## src/hdl/dats_pkg.sv

```systemverilog
`default_nettype none
package dats_pkg;

  typedef struct packed {
    logic [1:0]  action;
    logic [2:0]  out_channels;
    logic [2:0]  in_channels;
    logic [15:0] frames_per_half;
    logic [15:0] rate_hz;
    logic [1:0]  irq_flags;
  } in_item_t;

  typedef struct packed {
    logic [2:0] kind;
    logic [7:0] value;
    logic       page_high;
    logic       is_recording;
    logic       last;
  } out_item_t;

  typedef struct packed {
    logic [1:0]  action;
    logic        err_v;
    logic [2:0]  err;
    logic        rec;
    logic        stereo;
    logic [15:0] bsm1;
    logic [15:0] rate;
    logic [16:0] eff;
    logic [1:0]  irq;
  } cls_t;

  localparam logic [1:0] A_START = 2'd0;
  localparam logic [1:0] A_STOP  = 2'd1;
  localparam logic [1:0] A_IRQ   = 2'd2;

  localparam logic [1:0] CFG_MAJOR = 2'd0;
  localparam logic [1:0] CFG_MINOR = 2'd1;
  localparam logic [1:0] CFG_S16   = 2'd2;

  localparam logic [2:0] K_CMD   = 3'd0;
  localparam logic [2:0] K_RESET = 3'd1;
  localparam logic [2:0] K_ACK   = 3'd2;
  localparam logic [2:0] K_READY = 3'd3;
  localparam logic [2:0] K_ERR   = 3'd4;

  localparam logic [2:0] RS_IDLE     = 3'd0;
  localparam logic [2:0] RS_STOPPING = 3'd1;
  localparam logic [2:0] RS_SINGLE   = 3'd2;
  localparam logic [2:0] RS_SB16_8   = 3'd3;
  localparam logic [2:0] RS_LEGACY_8 = 3'd4;
  localparam logic [2:0] RS_HS       = 3'd5;
  localparam logic [2:0] RS_DMA16    = 3'd6;

  localparam logic [2:0] E_BUSY   = 3'd0;
  localparam logic [2:0] E_CHAN   = 3'd1;
  localparam logic [2:0] E_STEREO = 3'd2;
  localparam logic [2:0] E_DUPLEX = 3'd3;
  localparam logic [2:0] E_NODIR  = 3'd4;
  localparam logic [2:0] E_ZERO   = 3'd5;
  localparam logic [2:0] E_BIG    = 3'd6;
  localparam logic [2:0] E_RATE   = 3'd7;

  localparam logic [7:0] CMD_SPK_ON   = 8'hd1;
  localparam logic [7:0] CMD_SPK_OFF  = 8'hd3;
  localparam logic [7:0] CMD_TC       = 8'h40;
  localparam logic [7:0] CMD_BLK      = 8'h48;
  localparam logic [7:0] CMD_SC_OUT   = 8'h14;
  localparam logic [7:0] CMD_SC_IN    = 8'h24;
  localparam logic [7:0] CMD_AI_OUT   = 8'h1c;
  localparam logic [7:0] CMD_AI_IN    = 8'h2c;
  localparam logic [7:0] CMD_HS_OUT   = 8'h90;
  localparam logic [7:0] CMD_HS_IN    = 8'h98;
  localparam logic [7:0] CMD_EXIT8    = 8'hda;
  localparam logic [7:0] CMD_EXIT16   = 8'hd9;
  localparam logic [7:0] CMD_RATE_OUT = 8'h41;
  localparam logic [7:0] CMD_RATE_IN  = 8'h42;
  localparam logic [7:0] CMD_16_OUT   = 8'hb6;
  localparam logic [7:0] CMD_16_IN    = 8'hbe;
  localparam logic [7:0] CMD_8_OUT    = 8'hc6;
  localparam logic [7:0] CMD_8_IN     = 8'hce;
  localparam logic [7:0] MODE16_ST    = 8'h30;
  localparam logic [7:0] MODE16_MO    = 8'h10;
  localparam logic [7:0] MODE8_ST     = 8'h20;
  localparam logic [7:0] MODE8_MO     = 8'h00;
  localparam logic [7:0] CMD_IN_ST    = 8'ha8;
  localparam logic [7:0] CMD_IN_MO    = 8'ha0;
  localparam logic [7:0] ACK_8        = 8'd14;
  localparam logic [7:0] ACK_16       = 8'd15;

  localparam logic [27:0] TC_DIVIDEND = 28'd256000000;
  localparam logic [15:0] TC_BASE     = 16'h0080;
  localparam logic [15:0] HS_RATE     = 16'd23000;

endpackage
`default_nettype wire

```

## src/hdl/dats_front.sv

```systemverilog
`default_nettype none
module dats_front
  import dats_pkg::*;
(
  input  wire logic     clk,
  input  wire logic     rst_n,
  input  wire logic     push,
  output logic          full,
  input  wire in_item_t item,
  input  wire logic [3:0] ver_major,
  input  wire logic     pop,
  output logic          valid,
  output cls_t          cls
);

  cls_t        mem_r [2];
  logic        wp_r, rp_r;
  logic [1:0]  cnt_r;
  cls_t        c;
  logic [2:0]  oc, ic, dc;
  logic [16:0] size;

  always_comb begin
    oc = item.out_channels;
    ic = item.in_channels;
    c = '0;
    c.action = item.action;
    c.irq = item.irq_flags;
    c.rate = item.rate_hz;
    c.rec = (ic != 3'd0);
    dc = c.rec ? ic : oc;
    c.stereo = (dc == 3'd2);
    size = c.stereo ? {item.frames_per_half, 1'b0} : {1'b0, item.frames_per_half};
    c.eff = c.stereo ? {item.rate_hz, 1'b0} : {1'b0, item.rate_hz};
    c.bsm1 = 16'(size - 17'd1);
    c.err_v = 1'b1;
    if (oc > 3'd2 || ic > 3'd2) begin
      c.err = E_CHAN;
    end else if ((oc > 3'd1 || ic > 3'd1) && ver_major < 4'd3) begin
      c.err = E_STEREO;
    end else if (oc != 3'd0 && ic != 3'd0) begin
      c.err = E_DUPLEX;
    end else if (oc == 3'd0 && ic == 3'd0) begin
      c.err = E_NODIR;
    end else if (size == 17'd0) begin
      c.err = E_ZERO;
    end else if (size > 17'd65536) begin
      c.err = E_BIG;
    end else if (item.rate_hz == 16'd0) begin
      c.err = E_RATE;
    end else begin
      c.err_v = 1'b0;
    end
  end

  assign full  = (cnt_r == 2'd2);
  assign valid = (cnt_r != 2'd0);
  assign cls   = mem_r[rp_r];

  always_ff @(posedge clk) begin
    if (push && !full) begin
      mem_r[wp_r] <= c;
    end
  end

  always_ff @(posedge clk) begin
    if (!rst_n) begin
      wp_r  <= 1'b0;
      rp_r  <= 1'b0;
      cnt_r <= 2'd0;
    end else begin
      if (push && !full) begin
        wp_r <= ~wp_r;
      end
      if (pop && valid) begin
        rp_r <= ~rp_r;
      end
      cnt_r <= cnt_r + 2'((push && !full) ? 1 : 0) - 2'((pop && valid) ? 1 : 0);
    end
  end

endmodule
`default_nettype wire

```

## src/hdl/dats_div.sv

```systemverilog
`default_nettype none
module dats_div
  import dats_pkg::*;
(
  input  wire logic        clk,
  input  wire logic        rst_n,
  input  wire logic        start,
  input  wire logic [16:0] divisor,
  output logic             done,
  output logic [27:0]      quot
);

  logic        busy_r;
  logic [4:0]  cnt_r;
  logic [16:0] rem_r;
  logic [16:0] dvs_r;
  logic [27:0] q_r;
  logic [17:0] trial;
  logic        ge;

  assign trial = {rem_r, TC_DIVIDEND[5'd27 - cnt_r]};
  assign ge    = (trial >= {1'b0, dvs_r});
  assign quot  = q_r;

  always_ff @(posedge clk) begin
    if (start) begin
      dvs_r <= divisor;
      rem_r <= '0;
      q_r   <= '0;
    end else if (busy_r) begin
      rem_r <= ge ? 17'(trial - {1'b0, dvs_r}) : trial[16:0];
      q_r   <= {q_r[26:0], ge};
    end
  end

  always_ff @(posedge clk) begin
    if (!rst_n) begin
      busy_r <= 1'b0;
      cnt_r  <= '0;
      done   <= 1'b0;
    end else begin
      done <= 1'b0;
      if (start) begin
        busy_r <= 1'b1;
        cnt_r  <= '0;
      end else if (busy_r) begin
        cnt_r <= cnt_r + 5'd1;
        if (cnt_r == 5'd27) begin
          busy_r <= 1'b0;
          done   <= 1'b1;
        end
      end
    end
  end

endmodule
`default_nettype wire

```

## src/hdl/dats_oq.sv

```systemverilog
`default_nettype none
module dats_oq
  import dats_pkg::*;
(
  input  wire logic      clk,
  input  wire logic      rst_n,
  input  wire logic      push,
  input  wire out_item_t din,
  output logic           full,
  input  wire logic      pop,
  output logic           empty,
  output out_item_t      dout
);

  out_item_t  mem_r [2];
  logic       wp_r, rp_r;
  logic [1:0] cnt_r;

  assign full  = (cnt_r == 2'd2);
  assign empty = (cnt_r == 2'd0);
  assign dout  = mem_r[rp_r];

  always_ff @(posedge clk) begin
    if (push && !full) begin
      mem_r[wp_r] <= din;
    end
  end

  always_ff @(posedge clk) begin
    if (!rst_n) begin
      wp_r  <= 1'b0;
      rp_r  <= 1'b0;
      cnt_r <= 2'd0;
    end else begin
      if (push && !full) begin
        wp_r <= ~wp_r;
      end
      if (pop && !empty) begin
        rp_r <= ~rp_r;
      end
      cnt_r <= cnt_r + 2'((push && !full) ? 1 : 0) - 2'((pop && !empty) ? 1 : 0);
    end
  end

endmodule
`default_nettype wire

```

## src/hdl/dats_back.sv

```systemverilog
`default_nettype none
module dats_back
  import dats_pkg::*;
(
  input  wire logic       clk,
  input  wire logic       rst_n,
  input  wire logic       valid,
  input  wire cls_t       cls,
  output logic            pop,
  input  wire logic [3:0] ver_major,
  input  wire logic [7:0] ver_minor,
  input  wire logic       s16,
  output logic            div_start,
  output logic [16:0]     div_divisor,
  input  wire logic       div_done,
  input  wire logic [27:0] div_quot,
  output logic            oq_push,
  output out_item_t       oq_din,
  input  wire logic       oq_full
);

  typedef enum logic [3:0] {
    B_IDLE  = 4'b0001,
    B_DIV   = 4'b0010,
    B_BUILD = 4'b0100,
    B_EMIT  = 4'b1000
  } bstate_t;

  bstate_t     st_r;
  cls_t        cur_r;
  logic [7:0]  tc_r;
  logic [2:0]  run_r, run_nxt;
  logic        rec_r, rec_nxt;
  logic        stereo_r, stereo_nxt;
  logic [15:0] bsm1_r, bsm1_nxt;
  logic        page_r, page_nxt;
  out_item_t   res_r [8];
  out_item_t   res [8];
  logic [3:0]  cnt_r, n;
  logic [2:0]  idx_r;
  logic        busy, need_div;
  logic [15:0] tc_w;
  logic [3:0]  lastix;

  function automatic out_item_t mk(logic [2:0] k, logic [7:0] v, logic ph, logic rc);
    out_item_t o;
    o.kind = k;
    o.value = v;
    o.page_high = ph;
    o.is_recording = rc;
    o.last = 1'b0;
    return o;
  endfunction

  assign busy = (run_r != RS_IDLE) && (run_r != RS_STOPPING);
  assign need_div = (cls.action == A_START) && !busy && !cls.err_v && !s16
                    && (ver_major != 4'd4);
  assign pop = (st_r == B_IDLE) && valid;
  assign div_start = pop && need_div;
  assign div_divisor = cls.eff;
  assign tc_w = TC_BASE - div_quot[15:0];
  assign oq_push = (st_r == B_EMIT) && !oq_full;
  assign oq_din = res_r[idx_r];

  always_comb begin
    for (int i = 0; i < 8; i++) begin
      res[i] = '0;
    end
    n = 4'd0;
    lastix = 4'd0;
    run_nxt = run_r;
    rec_nxt = rec_r;
    stereo_nxt = stereo_r;
    bsm1_nxt = bsm1_r;
    page_nxt = page_r;
    case (cur_r.action)
      A_START: begin
        if (busy) begin
          res[n[2:0]] = mk(K_ERR, {5'd0, E_BUSY}, 1'b0, 1'b0); n = n + 4'd1;
        end else if (cur_r.err_v) begin
          if (cur_r.err == E_ZERO || cur_r.err == E_BIG || cur_r.err == E_RATE) begin
            rec_nxt = cur_r.rec;
            stereo_nxt = cur_r.stereo;
          end
          res[n[2:0]] = mk(K_ERR, {5'd0, cur_r.err}, 1'b0, 1'b0); n = n + 4'd1;
        end else begin
          rec_nxt = cur_r.rec;
          stereo_nxt = cur_r.stereo;
          bsm1_nxt = cur_r.bsm1;
          page_nxt = 1'b1;
          res[n[2:0]] = mk(K_CMD, cur_r.rec ? CMD_SPK_OFF : CMD_SPK_ON, 1'b0, 1'b0);
          n = n + 4'd1;
          if (s16 || ver_major == 4'd4) begin
            res[n[2:0]] = mk(K_CMD, cur_r.rec ? CMD_RATE_IN : CMD_RATE_OUT, 1'b0, 1'b0);
            n = n + 4'd1;
            res[n[2:0]] = mk(K_CMD, cur_r.rate[15:8], 1'b0, 1'b0); n = n + 4'd1;
            res[n[2:0]] = mk(K_CMD, cur_r.rate[7:0], 1'b0, 1'b0); n = n + 4'd1;
            if (s16) begin
              run_nxt = RS_DMA16;
              res[n[2:0]] = mk(K_CMD, cur_r.rec ? CMD_16_IN : CMD_16_OUT, 1'b0, 1'b0);
              n = n + 4'd1;
              res[n[2:0]] = mk(K_CMD, cur_r.stereo ? MODE16_ST : MODE16_MO, 1'b0, 1'b0);
              n = n + 4'd1;
            end else begin
              run_nxt = RS_SB16_8;
              res[n[2:0]] = mk(K_CMD, cur_r.rec ? CMD_8_IN : CMD_8_OUT, 1'b0, 1'b0);
              n = n + 4'd1;
              res[n[2:0]] = mk(K_CMD, cur_r.stereo ? MODE8_ST : MODE8_MO, 1'b0, 1'b0);
              n = n + 4'd1;
            end
            res[n[2:0]] = mk(K_CMD, cur_r.bsm1[7:0], 1'b0, 1'b0); n = n + 4'd1;
            res[n[2:0]] = mk(K_CMD, cur_r.bsm1[15:8], 1'b0, 1'b0); n = n + 4'd1;
          end else begin
            res[n[2:0]] = mk(K_CMD, CMD_TC, 1'b0, 1'b0); n = n + 4'd1;
            res[n[2:0]] = mk(K_CMD, tc_r, 1'b0, 1'b0); n = n + 4'd1;
            if (ver_major == 4'd1) begin
              run_nxt = RS_SINGLE;
              res[n[2:0]] = mk(K_CMD, cur_r.rec ? CMD_SC_IN : CMD_SC_OUT, 1'b0, 1'b0);
              n = n + 4'd1;
              res[n[2:0]] = mk(K_CMD, cur_r.bsm1[7:0], 1'b0, 1'b0); n = n + 4'd1;
              res[n[2:0]] = mk(K_CMD, cur_r.bsm1[15:8], 1'b0, 1'b0); n = n + 4'd1;
            end else begin
              if (ver_major == 4'd3 && cur_r.rec) begin
                res[n[2:0]] = mk(K_CMD, cur_r.stereo ? CMD_IN_ST : CMD_IN_MO, 1'b0, 1'b0);
                n = n + 4'd1;
              end
              res[n[2:0]] = mk(K_CMD, CMD_BLK, 1'b0, 1'b0); n = n + 4'd1;
              res[n[2:0]] = mk(K_CMD, cur_r.bsm1[7:0], 1'b0, 1'b0); n = n + 4'd1;
              res[n[2:0]] = mk(K_CMD, cur_r.bsm1[15:8], 1'b0, 1'b0); n = n + 4'd1;
              if (((ver_major == 4'd2 && ver_minor != 8'd0) || ver_major > 4'd2)
                  && (cur_r.stereo || cur_r.rate >= HS_RATE)) begin
                run_nxt = RS_HS;
                res[n[2:0]] = mk(K_CMD, cur_r.rec ? CMD_HS_IN : CMD_HS_OUT, 1'b0, 1'b0);
              end else begin
                run_nxt = RS_LEGACY_8;
                res[n[2:0]] = mk(K_CMD, cur_r.rec ? CMD_AI_IN : CMD_AI_OUT, 1'b0, 1'b0);
              end
              n = n + 4'd1;
            end
          end
        end
      end
      A_STOP: begin
        case (run_r)
          RS_SINGLE: begin
            run_nxt = RS_STOPPING;
          end
          RS_SB16_8, RS_LEGACY_8, RS_DMA16, RS_HS: begin
            if (run_r == RS_DMA16) begin
              res[n[2:0]] = mk(K_CMD, CMD_EXIT16, 1'b0, 1'b0);
            end else if (run_r == RS_HS) begin
              res[n[2:0]] = mk(K_RESET, 8'd0, 1'b0, 1'b0);
            end else begin
              res[n[2:0]] = mk(K_CMD, CMD_EXIT8, 1'b0, 1'b0);
            end
            n = n + 4'd1;
            run_nxt = RS_IDLE;
            res[n[2:0]] = mk(K_CMD, CMD_SPK_OFF, 1'b0, 1'b0); n = n + 4'd1;
          end
          default: begin
          end
        endcase
      end
      A_IRQ: begin
        case (run_r)
          RS_STOPPING: begin
            run_nxt = RS_IDLE;
            res[n[2:0]] = mk(K_CMD, CMD_SPK_OFF, 1'b0, 1'b0); n = n + 4'd1;
          end
          RS_SINGLE: begin
            res[n[2:0]] = mk(K_CMD, rec_r ? CMD_SC_IN : CMD_SC_OUT, 1'b0, 1'b0);
            n = n + 4'd1;
            res[n[2:0]] = mk(K_CMD, bsm1_r[7:0], 1'b0, 1'b0); n = n + 4'd1;
            res[n[2:0]] = mk(K_CMD, bsm1_r[15:8], 1'b0, 1'b0); n = n + 4'd1;
            page_nxt = ~page_r;
            res[n[2:0]] = mk(K_READY, 8'd0, ~page_r, rec_r); n = n + 4'd1;
          end
          RS_LEGACY_8, RS_HS, RS_SB16_8, RS_DMA16: begin
            if ((run_r == RS_SB16_8 && !cur_r.irq[0]) ||
                (run_r == RS_DMA16 && !cur_r.irq[1])) begin
            end else begin
              res[n[2:0]] = mk(K_ACK, (run_r == RS_DMA16) ? ACK_16 : ACK_8, 1'b0, 1'b0);
              n = n + 4'd1;
              page_nxt = ~page_r;
              res[n[2:0]] = mk(K_READY, 8'd0, ~page_r, rec_r); n = n + 4'd1;
            end
          end
          default: begin
          end
        endcase
      end
      default: begin
      end
    endcase
    if (n != 4'd0) begin
      lastix = n - 4'd1;
      res[lastix[2:0]].last = 1'b1;
    end
  end

  always_ff @(posedge clk) begin
    if (pop) begin
      cur_r <= cls;
    end
    if (div_done) begin
      tc_r <= tc_w[15:8];
    end
    if (st_r == B_BUILD) begin
      res_r <= res;
    end
  end

  always_ff @(posedge clk) begin
    if (!rst_n) begin
      st_r     <= B_IDLE;
      run_r    <= RS_IDLE;
      rec_r    <= 1'b0;
      stereo_r <= 1'b0;
      bsm1_r   <= '0;
      page_r   <= 1'b1;
      cnt_r    <= '0;
      idx_r    <= '0;
    end else begin
      case (st_r)
        B_IDLE: begin
          if (valid) begin
            st_r <= need_div ? B_DIV : B_BUILD;
          end
        end
        B_DIV: begin
          if (div_done) begin
            st_r <= B_BUILD;
          end
        end
        B_BUILD: begin
          run_r    <= run_nxt;
          rec_r    <= rec_nxt;
          stereo_r <= stereo_nxt;
          bsm1_r   <= bsm1_nxt;
          page_r   <= page_nxt;
          cnt_r    <= n;
          idx_r    <= '0;
          st_r     <= (n == 4'd0) ? B_IDLE : B_EMIT;
        end
        B_EMIT: begin
          if (!oq_full) begin
            idx_r <= idx_r + 3'd1;
            if ({1'b0, idx_r} == cnt_r - 4'd1) begin
              st_r <= B_IDLE;
            end
          end
        end
        default: begin
          st_r <= B_IDLE;
        end
      endcase
    end
  end

endmodule
`default_nettype wire

```

## src/hdl/dsp_audio_transfer_sequencer_unit.sv

```systemverilog
// an accepted item passes through the back end states idle, build and emit; a start that needs the
// serial time-constant divider (older dsps, 28 quotient bits one a cycle) waits in the divide state
// before build; then one result a cycle while the output queue is not full, up to 8 per item
// the next item is taken only after every result of the current one has been pushed
// reset (synchronous, rst_n low): queues empty, state idle, upper page marked, version 4.0
`default_nettype none
module dsp_audio_transfer_sequencer_unit
  import dats_pkg::*;
(
  input  wire logic       clk,
  input  wire logic       rst_n,
  input  wire logic       in_push,
  output logic            in_full,
  input  wire in_item_t   in_data,
  output logic            out_empty,
  input  wire logic       out_pop,
  output out_item_t       out_data,
  input  wire logic       cfg_valid,
  output logic            cfg_ready,
  input  wire logic [1:0] cfg_index,
  input  wire logic [7:0] cfg_data
);

  logic [3:0]  maj_r;
  logic [7:0]  min_r;
  logic        s16_r;
  logic        f_valid, f_pop;
  cls_t        f_cls;
  logic        d_start, d_done;
  logic [16:0] d_divisor;
  logic [27:0] d_quot;
  logic        q_push, q_full;
  out_item_t   q_din;

  assign cfg_ready = 1'b1;

  always_ff @(posedge clk) begin
    if (!rst_n) begin
      maj_r <= 4'd4;
      min_r <= 8'd0;
      s16_r <= 1'b0;
    end else if (cfg_valid) begin
      case (cfg_index)
        CFG_MAJOR: maj_r <= cfg_data[3:0];
        CFG_MINOR: min_r <= cfg_data;
        CFG_S16:   s16_r <= cfg_data[0];
        default: begin
        end
      endcase
    end
  end

  dats_front u_front (
    .clk(clk), .rst_n(rst_n), .push(in_push), .full(in_full), .item(in_data),
    .ver_major(maj_r), .pop(f_pop), .valid(f_valid), .cls(f_cls)
  );

  dats_div u_div (
    .clk(clk), .rst_n(rst_n), .start(d_start), .divisor(d_divisor),
    .done(d_done), .quot(d_quot)
  );

  dats_back u_back (
    .clk(clk), .rst_n(rst_n), .valid(f_valid), .cls(f_cls), .pop(f_pop),
    .ver_major(maj_r), .ver_minor(min_r), .s16(s16_r),
    .div_start(d_start), .div_divisor(d_divisor), .div_done(d_done), .div_quot(d_quot),
    .oq_push(q_push), .oq_din(q_din), .oq_full(q_full)
  );

  dats_oq u_oq (
    .clk(clk), .rst_n(rst_n), .push(q_push), .din(q_din), .full(q_full),
    .pop(out_pop), .empty(out_empty), .dout(out_data)
  );

endmodule
`default_nettype wire
```

## config.mk

```make
export PLATFORM = sky130hd
export DESIGN_NAME = dsp_audio_transfer_sequencer_unit
export DESIGN_NICKNAME = d
export VERILOG_FILES = /design/src/hdl/dats_pkg.sv /design/src/hdl/dats_front.sv /design/src/hdl/dats_div.sv /design/src/hdl/dats_oq.sv /design/src/hdl/dats_back.sv /design/src/hdl/dsp_audio_transfer_sequencer_unit.sv
export SDC_FILE = /design/constraint.sdc
export NUM_CORES = 1
export LEC_CHECK = 0
export BUFFER_PORTS_ARGS = -buffer_cell sky130_fd_sc_hd__buf_2
export CAP_MARGIN = 40
export CORE_MARGIN = 1.5
export CORE_UTILIZATION = 30
export DETAILED_ROUTE_END_ITERATION = 16
export PLACE_DENSITY = 0.46
export SYNTH_ARGS = -nofsm -noshare
export SYNTH_HDL_FRONTEND = slang
export SYNTH_SLANG_ARGS = --single-unit
```

## constraint.sdc

```tcl
create_clock -name clk -period 12.8 [get_ports clk]
set_input_delay 1.28 -clock clk [delete_from_list [all_inputs] [get_ports clk]]
set_output_delay 1.28 -clock clk [all_outputs]
set_load 0.005 [all_outputs]
```

# Yosys cells after proc, flatten, opt, wreduce, memory -nomap -nowiden
# Memories as Yosys holds them, arrays and structs flattened. A register that Yosys moved wholly into a read port is not among the register bits.
# Cells that the tools add are included.
# Widths: inputs -> output; s select.
[word_totals]
elab_cells = 394
mem_bits_ro = 32
n_memories = 3
in_bits = 57
reg_bits = 272
output_inout_bits = 17
ram_bits = 146
[mem_list]
columns = ["memory", "words", "width", "read_ports", "rd_clocked_by_memory_dff", "wr", "line_no", "rtl"]
rows = [
  ["u_front.mem_r", 2, 59, 1, 1, 1, "dats_front.sv:16", "cls_t mem_r [2];"],
  ["(name not given)", 32, 1, 1, 0, 0, "dats_div.sv:21", "assign trial = {rem_r, TC_DIVIDEND[5'd27 - cnt_r]};"],
  ["u_oq.mem_r", 2, 14, 1, 1, 1, "dats_oq.sv:15", "out_item_t mem_r [2];"],
]
[classes]
order_cmp = 25
muxes = 145
eq_ne = 39
addsub = 18
n_reduce_logical = 73
n_bitwise = 20
[op_table]
columns = ["cell", "n"]
rows = [
  ["$bwmux 112", 7],
  ["$mux 112", 3],
  ["$demux 14 s3", 7],
  ["$mux 14", 15],
  ["$mux 98", 2],
  ["$mux 28", 6],
  ["$and 93x96->96", 1],
  ["$not 96->96", 1],
  ["$mux 4", 22],
  ["$mux 42", 2],
  ["$pmux 28 s3", 1],
  ["$mux 56", 1],
  ["$pmux 28 s2", 1],
  ["$mux 17", 3],
  ["$mux 3", 17],
  ["$mux 25", 2],
  ["$bmux 14 s3", 1],
  ["$pmux 14 s3", 1],
  ["$ge 4x4->1 const B", 8],
  ["$mux 1", 32],
  ["$not 3->4", 8],
  ["$mux 6", 5],
  ["$lt 4x1->1 const B", 7],
  ["$pmux 14 s2", 1],
  ["64 further kinds", 166],
]

# Longest topological paths before layout
[depth]
depth_word = 26
depth_mapped = 16
ltp_nobuf = 14

# By module
# From an unflattened synthesis, not the netlist that was laid out.
[unflattened]
hier_cells = 1589
area_unflattened_um2 = 18896.9
[modules_own_cells]
columns = ["module", "seq_area_each_um2", "cells_per_inst", "instances", "area_each_um2"]
rows = [
  ["dats_back", 4544.4, 668, 1, 7890.1],
  ["dats_front", 3643.5, 398, 1, 5565.3],
  ["dats_div", 1551.5, 398, 1, 3663.5],
  ["dats_oq", 940.9, 68, 1, 1246.2],
  ["dsp_audio_transfer_sequencer_unit", 260.2, 57, 1, 531.8],
]

# Least setup slack after synthesis
# No wires, ideal clock.
[synth_timing]
path_kind = "flip-flop to flip-flop"
startpoint = "register u_back.st_r[2]"
endpoint = "register u_div.dvs_r[0] (enable)"
setup_ns = 0.388
path_stages_with_launch = 6
slack_ns = 7.331
t_required_ns = 12.412
arrival_ns = 5.081
synth_period_minus_slack_ns = 5.469
n_path_buf = 1
path_cell_list = "dfxtp_1 > or2_1 > nor3_1 > nand2_1 > inv_2 > buf_1"
[synth_between]
elab_chain_len = 3
[synth_lines]
columns = ["element", "line_no", "rtl"]
rows = [
  ["start: declaration", "dats_back.sv:29", "bstate_t st_r;"],
  ["start signal: assignment", "dats_back.sv:227", "st_r <= need_div ? B_DIV : B_BUILD;"],
  ["start signal: assignment", "dats_back.sv:243", "st_r <= (n == 4'd0) ? B_IDLE : B_EMIT;"],
  ["$eq 4x1->1", "dats_back.sv:58", "assign pop = (st_r == B_IDLE) && valid;"],
  ["$logic_and 1x1->1", "dats_back.sv:58", ""],
  ["via f_pop", "dsp_audio_transfer_sequencer_unit.sv:27", "logic f_valid, f_pop;"],
  ["$logic_and 1x1->1", "dats_back.sv:59", "assign div_start = pop && need_div;"],
  ["via d_start", "dsp_audio_transfer_sequencer_unit.sv:29", "logic d_start, d_done;"],
  ["end signal: assignment", "dats_div.sv:27", "dvs_r <= divisor;"],
  ["end: declaration", "dats_div.sv:16", "logic [16:0] dvs_r;"],
]
# The timed path passes the listed nets, and every way through them passes these cells.
# A chain may end at the register's enable or synchronous reset.

==> flow_summary.json <==
{
  "crit_path_end_kind": "flop",
  "start_kind": "input pin",
  "synth_top_area_share": 0.491,
  "p_seq_frac": 0.451,
  "comb_power_share": 0.224,
  "ys_seq_area_frac": 0.597,
  "ctsResizeCount": 0,
  "synth_ff_type": "edfxtp_1",
  "first_iter_violations": 806,
  "core_um2": 59000,
  "ant_nets": 0,
  "worst_pin_slew_ns": 0.899,
  "cp.required_ns": 13.09,
  "tns_ns": 0,
  "setup_violations": 0,
  "maxCapViolCount": 0,
  "cts.htree.levels": 2,
  "cpPeakStageDelay_ns": 0.56,
  "maxSlewHeadroom": 0.400,
  "dpl.hpwl_um": 29500,
  "syn_nets": 1614,
  "grt_pass1_vias": 11400,
  "die_height_um": 247,
  "reg2reg_to": "u_div.rem_r[7]",
  "die_w_um": 247,
  "leakage_nw": 7.27,
  "finalHoldViolCount": 0,
  "fin_skew_ns": 0.0186,
  "viasPerCell": 4.96,
  "min_period_ns": 4.29,
  "port_buffers": 72,
  "start_util": 0.304,
  "slew_viol_final": 0,
  "r2r_slack_ns": 8.97,
  "grt.overflow.total": 0,
  "timing.rr.start": "u_div.cnt_r[2]",
  "netSwitchingPower_mw": 1.17,
  "cts_buffers": 45,
  "cts_tree": "built",
  "holdPathStages": 2,
  "status": "complete, no violations",
  "gp_congestion": 0.869,
  "seq_area_um2": 10700,
  "root_buffer": "clkbuf_16",
  "grt_usage": 0.144,
  "path_cells": "buf_2, nor3b_1, o21ai_2, buf_4, inv_1, buf_4, nor2_1, a21oi_1, ha_1, nor3b_1, nand3_1, or3_1, nor4_1, xor2_1, nand2_1",
  "ir_worst_vdd_mv": 0.0945,
  "fillers": 5849,
  "antenna_found_initial": 0,
  "clock_latency_ns": 0.57,
  "postCtsHoldBufs": 0,
  "p_total_mw": 3.85,
  "drc_errors": 0,
  "layout_commonest_cell": "edfxtp_1",
  "wl_per_cell_um": 18.4,
  "ys_warn_count": 0,
  "cp_slowest_cell": "nor3b_1",
  "clock-sinks": 388,
  "num_antenna_cells": 0,
  "synth_area_um2": 17900,
  "synth_edf_count": 293,
  "crit_fanout": 40,
  "internal_power_mw": 2.69,
  "clk_pin_slew_ns": 0.05,
  "grt_max_degree": 63,
  "areaGrowthSynthToFinish_pct": 15.0,
  "synth_area_per_cell_um2": 11.8,
  "ys_seq_elements": 388,
  "worstHoldStart": "u_back.bsm1_r[13]",
  "multiInputGateArea_um2": 6720,
  "hold_path_class": "flop to flop",
  "power_frac_clock": 0.325,
  "crit_arrival_ns": 4.58,
  "min_to": "u_back.bsm1_r[13]",
  "ys_top_cells_by_area": "edfxtp_1, dfxtp_1, mux2_2",
  "swShare": 0.303,
  "synth_cell_type_count": 86,
  "io-pin-count": 74,
  "dr.pass1.iters": 5,
  "synth_cells": 1519,
  "dieArea_um2": 61200,
  "drt_wl_total_um": 43900,
  "nets": 1678,
  "cts_setup_buffers": 0,
  "power.density_cell_area_nw_per_um2": 187,
  "fmax_ghz": 0.233,
  "std_cell_rows": 89,
  "async_reset_ff_frac": 0,
  "rsz0062_at_grt": "false",
  "cts_buffer_depth": 3,
  "finalCritPeriodShare": 0.335,
  "worstSetupPathType": "input pin to flop",
  "yosysTopAreaCell": "edfxtp_1",
  "grt_pass1_wl_um": 67900,
  "layout_common_cells": "edfxtp_1, nand2_1, nor2_1, dfxtp_1, a21oi_1",
  "drive_above_1_share": 0.181,
  "r2r_cells": 14,
  "critPathLaunch": "in_data[37]",
  "dr_total_vias": 11900
}
==> layer usage <==
metal / GRT usage / vias up / wire length (µm)
met2: 0.229 / 245 / 20100
met1: 0.196 / 5854 / 20600
met4: 0.0578 / 0 / 1440
met5: 0 / - / 0
li1: - / 5696 / -
met3: 0.0218 / 74 / 1770
==> through the flow <==
stage	area [µm²]	instances	hold slack, ns	setup slack [ns]	utilization
after floorplan	17900	1519	0.432	7.33	-
after global placement	19100	2305	0.450	7.94	0.324
after detailed placement	19200	2309	0.451	7.94	0.325
after CTS	20600	2391	0.459	8.54	0.349
after global routing	20600	2391	0.484	8.24	0.349
final	20600	2391	0.458	8.51	0.349
==> flip-flops by register name, summed over array words and instances, names as in the netlist, 4 cells and up, named ones only <==
register / count
u_back.cur_r: 42
u_oq.mem_r: 28
u_div.dvs_r: 17
u_back.cnt_r: 4
u_div.cnt_r: 5
maj_r: 4
u_div.rem_r: 17
u_back.st_r: 4
u_front.mem_r: 118
u_back.tc_r: 8
u_back.bsm1_r: 16
u_back.res_r: 80
min_r: 8
u_div.quot: 16
==> final cells by class <==
type | instances | share of cell area
multi-input cells | 997 | 0.326
clock inverters | 24 | 0.0110
well taps | 773 | 0.0469
clock buffers | 58 | 0.0584
inverters | 56 | 0.0103
repair buffers | 95 | 0.0286
flip-flops and latches | 388 | 0.519
==> power by group through the flow <==
stage	combinational [mW]	clock [mW]	sequential, mW
final	0.863	1.25	1.74
after global routing	0.969	1.34	1.76
after CTS	0.879	1.30	1.74
after detailed placement	0.872	0	1.76
after global placement	0.861	0	1.76
after floorplan	0.648	0	1.70
==> synthesized netlist by cell type (4+ instances only) <==
cell      instances
nand3_1          31
nor3_1           34
nor2_1          123
and3_1           12
nor4b_1           5
mux2_2           83
nand2b_1         12
edfxtp_1        293
nor4_1           13
a41oi_1           4
nand2_1         211
xor2_1           25
a211oi_1          8
dfxtp_1          95
xnor2_1          26
o21a_1            9
o211ai_1         11
a31oi_1          17
inv_1            52
or3_1            11
buf_1            10
ha_1             37
and2_1           14
mux4_2           18
o31ai_1           5
nand4_1          12
nor2b_1           7
o21ai_0          43
a21oi_1          91
buf_2            10
clkbuf_1         54
mux2i_1          43
nor3b_1          11
==> logic make-up after synthesis <==
logic type	Yosys count	synth area share
compound gates	243	0.0869
other cells	1	0.000209
fa+ha+maj	40	0.0281
simple gates	518	0.134
buf+inv	134	0.0301
xor+xnor	51	0.0249
flops	388	0.597
mux	144	0.0987
==> worst max-delay path by stage <==
stage	to	slack, ns	cells past startpoint
after floorplan	u_div.dvs_r[0]	7.33	5
after global placement	u_front.mem_r[0][49]	7.94	15
after detailed placement	u_front.mem_r[0][49]	7.94	15
after CTS	u_front.mem_r[1][49]	8.54	15
after global routing	u_front.mem_r[1][49]	8.24	15
final	u_front.mem_r[1][49]	8.51	15
==> worst max-delay path: cells and delay by family <==
family | cells | cell delay [ns]
XOR/XNOR | 1 | 0.17
AO/OA/AOI/OAI | 2 | 0.27
buffers and inverters | 4 | 0.83
adder cells (fa/ha/maj) | 1 | 0.25
AND/OR/NAND/NOR | 7 | 1.77
Power figures use the tool's default switching activity.
